==> config.mk <==
export PLATFORM = sky130hd
export DESIGN_NAME = terrain_tile_dedup_generator_flat
export DESIGN_NICKNAME = d
export VERILOG_FILES = /design/src/rtl/core/ttdg_pkg.sv /design/src/rtl/core/ttdg_ifs.sv /design/src/rtl/core/terrain_tile_dedup_generator.sv /design/src/flat_wrapper.sv
export SDC_FILE = /design/constraint.sdc
export NUM_CORES = 1
export LEC_CHECK = 0
export BUFFER_PORTS_ARGS = -buffer_cell sky130_fd_sc_hd__buf_2
export CAP_MARGIN = 20
export CORE_ASPECT_RATIO = 1.2
export CORE_MARGIN = 8
export CORE_UTILIZATION = 46
export DETAILED_ROUTE_END_ITERATION = 16
export GPL_TIMING_DRIVEN = 0
export HOLD_SLACK_MARGIN = 0.12
export PLACE_DENSITY = 0.69
export SETUP_SLACK_MARGIN = 0.4
export SYNTH_ARGS = -nofsm -noshare
export SYNTH_HDL_FRONTEND = slang
export SYNTH_SLANG_ARGS = --single-unit
==> constraint.sdc <==
create_clock -name clk -period 2.78 [get_ports clk]
set_input_delay 0.139 -clock clk [delete_from_list [all_inputs] [get_ports clk]]
set_output_delay 0.139 -clock clk [all_outputs]
set_load 0.05 [all_outputs]
==> src/rtl/core/ttdg_pkg.sv <==
`default_nettype none
package ttdg_pkg;

  // fixed field widths
  localparam int unsigned KIND_W     = 2;
  localparam int unsigned POS_W      = 7;
  localparam int unsigned CELL_W     = 8;
  localparam int unsigned KEY_W      = 8;
  localparam int unsigned COLOR_W    = 4;
  localparam int unsigned COLORS_W   = 16;
  localparam int unsigned TILE_IDX_W = 6;
  localparam int unsigned BYTE_IDX_W = 5;
  localparam int unsigned BYTE_W     = 8;
  localparam int unsigned CFG_IDX_W  = 2;
  localparam int unsigned CFG_DATA_W = 16;

  // request kinds
  localparam logic REQ_CLEAR  = 1'b0;
  localparam logic REQ_LOOKUP = 1'b1;

  // configuration register indexes
  localparam logic [CFG_IDX_W-1:0] CFG_GRID_WIDTH  = 2'd0;
  localparam logic [CFG_IDX_W-1:0] CFG_GRID_HEIGHT = 2'd1;
  localparam logic [CFG_IDX_W-1:0] CFG_WALL_KIND   = 2'd2;
  localparam logic [CFG_IDX_W-1:0] CFG_KIND_COLORS = 2'd3;

  // configuration reset values
  localparam logic [CELL_W-1:0]   GRID_WIDTH_RST  = 8'd40;
  localparam logic [CELL_W-1:0]   GRID_HEIGHT_RST = 8'd36;
  localparam logic [KIND_W-1:0]   WALL_KIND_RST   = 2'd1;
  localparam logic [COLORS_W-1:0] KIND_COLORS_RST = 16'h4321;

  // last byte of a tile
  localparam logic [BYTE_IDX_W-1:0] LAST_BYTE = 5'd31;

  typedef logic [KIND_W-1:0] kind_t;
  typedef logic [KEY_W-1:0]  key_t;

  typedef struct packed {
    logic             req_type;
    logic [POS_W-1:0] block_x;
    logic [POS_W-1:0] block_y;
    kind_t            kind_top_left;
    kind_t            kind_top_right;
    kind_t            kind_bottom_left;
    kind_t            kind_bottom_right;
  } tile_req_t;

  typedef struct packed {
    logic [TILE_IDX_W-1:0] tile_index;
    logic                  is_new;
    logic                  table_full;
    logic [BYTE_IDX_W-1:0] byte_index;
    logic [BYTE_W-1:0]     tile_byte;
    logic                  last;
  } tile_res_t;

  // colour nibble of one kind
  function automatic logic [COLOR_W-1:0] color_of(input logic [COLORS_W-1:0] colors,
                                                  input kind_t kind);
    return colors[{kind, 2'b00} +: COLOR_W];
  endfunction

  // planar byte: row = bidx[4:2], plane = bidx[1:0]; rows 4..7 use the lower cells
  function automatic logic [BYTE_W-1:0] tile_byte_of(input logic [COLORS_W-1:0] colors,
                                                     input key_t key,
                                                     input logic [BYTE_IDX_W-1:0] bidx);
    kind_t             kl;
    kind_t             kr;
    logic [COLOR_W-1:0] cl;
    logic [COLOR_W-1:0] cr;
    kl = bidx[4] ? key[5:4] : key[1:0];
    kr = bidx[4] ? key[7:6] : key[3:2];
    cl = color_of(colors, kl);
    cr = color_of(colors, kr);
    return {{4{cl[bidx[1:0]]}}, {4{cr[bidx[1:0]]}}};
  endfunction

endpackage
`default_nettype wire

==> src/rtl/core/ttdg_ifs.sv <==
`default_nettype none
interface ttdg_req_if;
  import ttdg_pkg::*;

  logic      valid;
  logic      ready;
  tile_req_t payload;

  modport source (output valid, output payload, input ready);
  modport sink (input valid, input payload, output ready);
endinterface

interface ttdg_res_if;
  import ttdg_pkg::*;

  logic      valid;
  logic      ready;
  tile_res_t payload;

  modport source (output valid, output payload, input ready);
  modport sink (input valid, input payload, output ready);
endinterface
`default_nettype wire

==> src/rtl/core/terrain_tile_dedup_generator.sv <==
// clear request: accepted while idle, empties the pattern table, no result
// lookup: key search walks the stored keys one per cycle through a single compare,
//   ending in a hit or full answer; on a miss with room a new tile then streams
//   32 bytes, one per cycle while the sink is ready
// one request at a time; throughput set by the search loop and the byte stream
// reset: pattern table empty, config registers at defaults; key store not cleared
`default_nettype none
module terrain_tile_dedup_generator #(
  parameter int unsigned PATTERN_SLOTS = 64
) (
  input  wire                                 clk,
  input  wire                                 rst,
  ttdg_req_if.sink                            req,
  ttdg_res_if.source                          res,
  input  wire                                 cfg_write,
  input  wire [ttdg_pkg::CFG_IDX_W-1:0]       cfg_index,
  input  wire [ttdg_pkg::CFG_DATA_W-1:0]      cfg_data
);
  import ttdg_pkg::*;

  localparam int unsigned IDX_W = (PATTERN_SLOTS > 1) ? $clog2(PATTERN_SLOTS) : 1;
  localparam int unsigned CNT_W = $clog2(PATTERN_SLOTS + 1);
  localparam logic [CNT_W-1:0] SLOTS_C = CNT_W'(PATTERN_SLOTS);

  localparam logic [1:0] ST_IDLE   = 2'd0;
  localparam logic [1:0] ST_SEARCH = 2'd1;
  localparam logic [1:0] ST_RESP   = 2'd2;
  localparam logic [1:0] ST_EMIT   = 2'd3;

  // configuration registers
  logic [CELL_W-1:0]   grid_width;
  logic [CELL_W-1:0]   grid_height;
  kind_t               wall_kind;
  logic [COLORS_W-1:0] kind_colors;

  // control and working registers
  logic [1:0]            state;
  logic [CNT_W-1:0]      entry_count;
  logic [CNT_W-1:0]      ptr;
  logic                  cmp_valid;
  logic [IDX_W-1:0]      cmp_idx;
  key_t                  rd_data;
  key_t                  key;
  logic [IDX_W-1:0]      slot;
  logic                  resp_full;
  logic [BYTE_IDX_W-1:0] byte_cnt;
  logic                  out_valid;
  tile_res_t             out_data;

  key_t key_store [PATTERN_SLOTS];

  // cell kinds with the wall substitution
  tile_req_t        r;
  logic [CELL_W-1:0] x0, x1, y0, y1;
  kind_t            k_tl, k_tr, k_bl, k_br;
  key_t             new_key;

  always_comb begin
    r = req.payload;
    x0 = {r.block_x, 1'b0};
    x1 = {r.block_x, 1'b1};
    y0 = {r.block_y, 1'b0};
    y1 = {r.block_y, 1'b1};
    k_tl = (x0 < grid_width && y0 < grid_height) ? r.kind_top_left     : wall_kind;
    k_tr = (x1 < grid_width && y0 < grid_height) ? r.kind_top_right    : wall_kind;
    k_bl = (x0 < grid_width && y1 < grid_height) ? r.kind_bottom_left  : wall_kind;
    k_br = (x1 < grid_width && y1 < grid_height) ? r.kind_bottom_right : wall_kind;
    new_key = {k_br, k_bl, k_tr, k_tl};
  end

  // handshake and search decisions
  logic accept;
  logic out_free;
  logic load_out;
  logic issue;
  logic hit;
  logic miss;
  logic is_full;
  logic [IDX_W+TILE_IDX_W-1:0] slot_ext;

  assign accept   = req.valid && req.ready;
  assign out_free = !out_valid || res.ready;
  assign load_out = out_free && ((state == ST_RESP) || (state == ST_EMIT));
  assign issue    = (state == ST_SEARCH) && (ptr < entry_count);
  assign hit      = (state == ST_SEARCH) && cmp_valid && (rd_data == key);
  assign miss     = (state == ST_SEARCH) && !cmp_valid && !issue;
  assign is_full  = entry_count >= SLOTS_C;
  assign slot_ext = {{TILE_IDX_W{1'b0}}, slot};

  assign req.ready   = (state == ST_IDLE);
  assign res.valid   = out_valid;
  assign res.payload = out_data;

  // configuration writes
  always_ff @(posedge clk) begin
    if (rst) begin
      grid_width  <= GRID_WIDTH_RST;
      grid_height <= GRID_HEIGHT_RST;
      wall_kind   <= WALL_KIND_RST;
      kind_colors <= KIND_COLORS_RST;
    end else if (cfg_write) begin
      case (cfg_index)
        CFG_GRID_WIDTH:  grid_width  <= cfg_data[CELL_W-1:0];
        CFG_GRID_HEIGHT: grid_height <= cfg_data[CELL_W-1:0];
        CFG_WALL_KIND:   wall_kind   <= cfg_data[KIND_W-1:0];
        CFG_KIND_COLORS: kind_colors <= cfg_data[COLORS_W-1:0];
        default: ;
      endcase
    end
  end

  // key store: one read port for the search, one write on a miss with room
  always_ff @(posedge clk) begin
    if (issue) begin
      rd_data <= key_store[ptr[IDX_W-1:0]];
    end
    if (miss && !is_full) begin
      key_store[entry_count[IDX_W-1:0]] <= key;
    end
  end

  // sequencer
  always_ff @(posedge clk) begin
    if (rst) begin
      state       <= ST_IDLE;
      entry_count <= '0;
      cmp_valid   <= 1'b0;
      out_valid   <= 1'b0;
    end else begin
      // output register: load a new result or drop the one taken
      if (load_out) begin
        out_valid <= 1'b1;
      end else if (res.ready) begin
        out_valid <= 1'b0;
      end
      case (state)
        ST_IDLE: begin
          if (accept) begin
            if (r.req_type == REQ_CLEAR) begin
              entry_count <= '0;
            end else begin
              key       <= new_key;
              ptr       <= '0;
              cmp_valid <= 1'b0;
              state     <= ST_SEARCH;
            end
          end
        end
        ST_SEARCH: begin
          // compare the entry read last cycle, issue the next read
          cmp_valid <= issue;
          cmp_idx   <= ptr[IDX_W-1:0];
          if (issue) begin
            ptr <= ptr + 1'b1;
          end
          if (hit) begin
            slot      <= cmp_idx;
            resp_full <= 1'b0;
            state     <= ST_RESP;
          end else if (miss) begin
            if (is_full) begin
              slot      <= '0;
              resp_full <= 1'b1;
              state     <= ST_RESP;
            end else begin
              slot        <= entry_count[IDX_W-1:0];
              entry_count <= entry_count + 1'b1;
              byte_cnt    <= '0;
              state       <= ST_EMIT;
            end
          end
        end
        ST_RESP: begin
          if (out_free) begin
            out_data.tile_index <= slot_ext[TILE_IDX_W-1:0];
            out_data.is_new     <= 1'b0;
            out_data.table_full <= resp_full;
            out_data.byte_index <= '0;
            out_data.tile_byte  <= '0;
            out_data.last       <= 1'b1;
            state               <= ST_IDLE;
          end
        end
        ST_EMIT: begin
          // one tile byte per free output slot
          if (out_free) begin
            out_data.tile_index <= slot_ext[TILE_IDX_W-1:0];
            out_data.is_new     <= 1'b1;
            out_data.table_full <= 1'b0;
            out_data.byte_index <= byte_cnt;
            out_data.tile_byte  <= tile_byte_of(kind_colors, key, byte_cnt);
            out_data.last       <= (byte_cnt == LAST_BYTE);
            byte_cnt            <= byte_cnt + 1'b1;
            if (byte_cnt == LAST_BYTE) begin
              state <= ST_IDLE;
            end
          end
        end
        default: state <= ST_IDLE;
      endcase
    end
  end

endmodule
`default_nettype wire
==> src/flat_wrapper.sv <==
// flat-port wrapper written by rule: the top's interface ports become plain ports
module terrain_tile_dedup_generator_flat import ttdg_pkg::*;
#(
  parameter int unsigned PATTERN_SLOTS = 64
)
  (clk, rst, cfg_write, cfg_index, cfg_data, req_valid, req_payload, req_ready, res_valid, res_payload, res_ready);
  ttdg_req_if req_i ();
  ttdg_res_if res_i ();
  input  wire clk;
  input  wire rst;
  input  wire cfg_write;
  input  wire [ttdg_pkg::CFG_IDX_W-1:0] cfg_index;
  input  wire [ttdg_pkg::CFG_DATA_W-1:0] cfg_data;
  input wire logic [$bits(req_i.valid)-1:0] req_valid;
  input wire logic [$bits(req_i.payload)-1:0] req_payload;
  output wire logic [$bits(req_i.ready)-1:0] req_ready;
  output wire logic [$bits(res_i.valid)-1:0] res_valid;
  output wire logic [$bits(res_i.payload)-1:0] res_payload;
  input wire logic [$bits(res_i.ready)-1:0] res_ready;
  assign req_i.valid = req_valid;
  assign req_i.payload = req_payload;
  assign req_ready = req_i.ready;
  assign res_valid = res_i.valid;
  assign res_payload = res_i.payload;
  assign res_i.ready = res_ready;
  terrain_tile_dedup_generator #(.PATTERN_SLOTS(PATTERN_SLOTS)) u_core (.clk(clk), .rst(rst), .req(req_i), .res(res_i), .cfg_write(cfg_write), .cfg_index(cfg_index), .cfg_data(cfg_data));
endmodule
==> results.py <==
metrics = {
    "global_routing": {
        "grt_pass1_wl_mm": 98.3,
        "grt_max_degree": 33,
        "grt.total_usage_pct": 21.2,
        "overflow": 0,
        "antenna_found_initial": 0,
        "grt_pass1_vias": 15400,
    },
    "clocking": {
        "path_clk_slew_ns": 0.06,
        "cts.path.max_buffers": 3,
        "cts_tree": "built",
        "h-tree-depth": 2,
        "ctsRootBufferMaster": "clkbuf_16",
        "cts_made_buffers": 56,
        "cts.sinks": 614,
        "clk_latency_ns": 0.62,
    },
    "sta": {
        "finalWorstSetupSlack_ns": 0.00302,
        "worst_pin_slew_ns": 1.04,
        "period_share_pct": 99.9,
        "maxSlewViolCount": 0,
        "clock.fmax_mhz": 360,
        "setup_viol": 0,
        "post-route-min-period_ns": 2.78,
        "maxSlewHeadroom_pct": 30.8,
        "setup_tns_ns": 0,
        "grt_setup_unrepaired": "yes",
        "hold_viol": 0,
        "finClkSkew_ns": 0.0183,
    },
    "layout": {
        "drive_gt1_share_pct": 38.8,
        "finalNetCount": 1825,
        "final_cell_mix": "edfxtp_1, mux4_2, nand2_1",
        "final_common_cell": "edfxtp_1",
        "area_growth_syn_to_layout_pct": 30.9,
        "n_antenna_cell": 0,
    },
    "placed_design": {
        "hpwl_mm": 41.0,
        "numPortBuffers": 69,
        "gp_congestion": 0.923,
        "place_ws_ns": -1.41,
    },
    "critical_path": {
        "start_kind": "register",
        "r2r-end": "u_core.key_store[59][5]",
        "critical_path.top_delay_family": "buffers and inverters",
        "crit_path_end_kind": "register",
        "worstSetupPathType": "register to register",
        "reg2reg_slack_ns": 0.003,
        "crit_top_cell": "buf_12",
        "path_buf_inv": 5,
        "slowest_stage": "o311a_4",
        "cp.arrival_ns": 3.10,
        "regToRegStartpoint": "u_core.entry_count[2]",
        "required_ns": 3.10,
        "worstPathMaxFanout": 8,
        "r2r_cells": 11,
        "max_stage_delay_ns": 0.41,
        "path_cells": "clkinv_2, ha_1, nor2_1, o311a_4, nor3_4, buf_12, nand4_1, buf_12, buf_6, nor2_4, buf_12",
    },
    "run_status": {
        "outcome": "completed",
    },
    "route": {
        "dr.pass1.iters": 5,
        "drt_iter0_markers": 1535,
        "num_vias": 15000,
        "drc": 0,
        "post_drt_via_cell_ratio": 5.99,
        "wl_per_cell_um": 27.0,
        "postRouteAntennaNets": 0,
        "wirelength_mm": 67.6,
    },
    "job": {
        "drv_cap": 0,
    },
    "min_path": {
        "hp-start": "cfg_data[9]",
        "hold_path_depth": 4,
        "hp-class": "primary input to register",
        "hold_path_end": "u_core.kind_colors[9]",
    },
    "yosys": {
        "seq_area_frac_synth_pct": 72.4,
        "synth.ff_latch_count": 614,
        "synth_warnings": 0,
        "synth_enable_flop_cells": 569,
        "synth.avg_cell_area_um2": 17.7,
        "synth_cell_type_count": 58,
        "synth.net_count": 1476,
        "synthArstFlopShare_pct": 0,
        "syn-instance-count": 1403,
        "synthesis.area_um2": 24800,
        "synthFlopType": "edfxtp_1",
    },
    "power": {
        "peakVddDrop_mv": 0.372,
        "p_per_area_nw_per_um2": 662,
        "power_mw": 21.5,
        "p_leak_nw": 10.8,
    },
    "floorplanning": {
        "die_y_um": 271,
        "core_area_um2": 53500,
        "start_util_pct": 46.4,
        "num_rows": 93,
        "ioPinCount": 70,
        "die-width_um": 228,
        "die-area_um2": 61700,
    },
}
## how the worst max path moves through the flow
stage	from	endpoint	slack, ns	cells past startpoint
final	u_core.entry_count[2]	u_core.key_store[59][5]	0.003	11
after global routing	u_core.entry_count[2]	u_core.key_store[59][1]	-0.08	11
after CTS	u_core.entry_count[6]	u_core.key_store[59][5]	-0.03	12
after detailed placement	u_core.ptr[5]	u_core.key_store[36][3]	-1.41	6
after global placement	u_core.ptr[5]	u_core.key_store[50][1]	-1.33	6
after floorplan	u_core.ptr[5]	u_core.key_store[18][0]	-0.06	6
## cells by family (layout without fill, tap and decap cells)
kind of cell	after synthesis	in the layout	share of synthesized area (%)
flip-flops	614	614	72.4
AND/OR/NAND/NOR	326	326	5.82
multiplexers	169	169	13.7
AO/OA/AOI/OAI	146	146	3.88
buffers and inverters	104	496	2.21
adder cells (fa/ha/maj)	27	27	1.36
XOR/XNOR	17	17	0.599
## synth_stat cells (11+ instances only)
| cell | n | share of area, % |
|---|---|---|
| edfxtp_1 | 569 | 69 |
| mux4_2 | 123 | 11 |
| nor2_1 | 114 | 1.7 |
| nand2_1 | 111 | 1.7 |
| a21oi_1 | 56 | 1.1 |
| dfxtp_1 | 45 | 3.6 |
| inv_1 | 32 | 0.48 |
| nand3_1 | 31 | 0.62 |
| ha_1 | 27 | 1.4 |
| mux2i_1 | 27 | 1.1 |
| clkbuf_1 | 25 | 0.38 |
| a22oi_1 | 20 | 0.60 |
| buf_2 | 20 | 0.40 |
| o21ai_0 | 15 | 0.30 |
| and3_1 | 13 | 0.33 |
| buf_4 | 11 | 0.33 |
| nand4_1 | 11 | 0.28 |
| nor2b_1 | 11 | 0.28 |
## stage by stage
step | util, % | hold WS, ns | cells | cell area [um^2]
floorplan | - | 0.263 | 1403 | 25200
global placement | 49.4 | 0.353 | 2184 | 26400
detailed placement | 50.3 | 0.368 | 2204 | 26900
CTS | 59.5 | 0.250 | 2467 | 31800
global route | 60.7 | 0.290 | 2507 | 32500
finish | 60.7 | 0.285 | 2507 | 32500
## power by group
group	internal, mW	leakage (nW)	switching (mW)
Sequential	10.3	5.48	0.0986
Combinational	1.44	4.43	1.86
Clock	4.51	0.894	3.35
Total	16.2	10.8	5.30
## registers in the layout, indices dropped and copies added (netlist names)
register and cells:
u_core.slot 6, u_core.byte_cnt 5, u_core.resp_full 1, u_core.cmp_valid 1, u_core.res.valid 1, u_core.key 8
u_core.state 2, u_core.key_store 512, u_core.kind_colors 16, u_core.cmp_idx 6, u_core.grid_width 8, u_core.rd_data 8
u_core.ptr 7, u_core.res.payload 16, u_core.wall_kind 2, u_core.grid_height 8, u_core.entry_count 7
## cell type report
type                    count  area, um^2
multi-input cells         685        7380
repair buffers            291        3530
fillers                  3656       21000
inverters                  35         149
flip-flops and latches    614       18000
clock buffers              71        1490
plain buffers              69         744
clock inverters            30         338
well taps                 712         891
## repair_timing
| item | CTS | global route |
|---|---|---|
| hold endpoints to repair | 67 | 0 |
| resized for setup | 255 | 74 |
| hold buffers | 38 | 0 |
| setup endpoints to repair | 550 | 571 |
| cloned | 2 | 0 |
| buffers inserted | 122 | 40 |
| pin swaps | 88 | 51 |
## metal layers
metal  GRT usage [%]  part of all wire, %
met1            24.8                   36
met2            37.3                   52
met3            3.27                  7.1
met4            11.3                  5.6
met5               0                    0
## tightest hold or removal path, cell delays in order
cell           delay, ns
dlygate4sd3_1       0.52
buf_2               0.10
nand2_1             0.04
nand3_1             0.07
No activity file was read; power rests on OpenSTA's default activity.
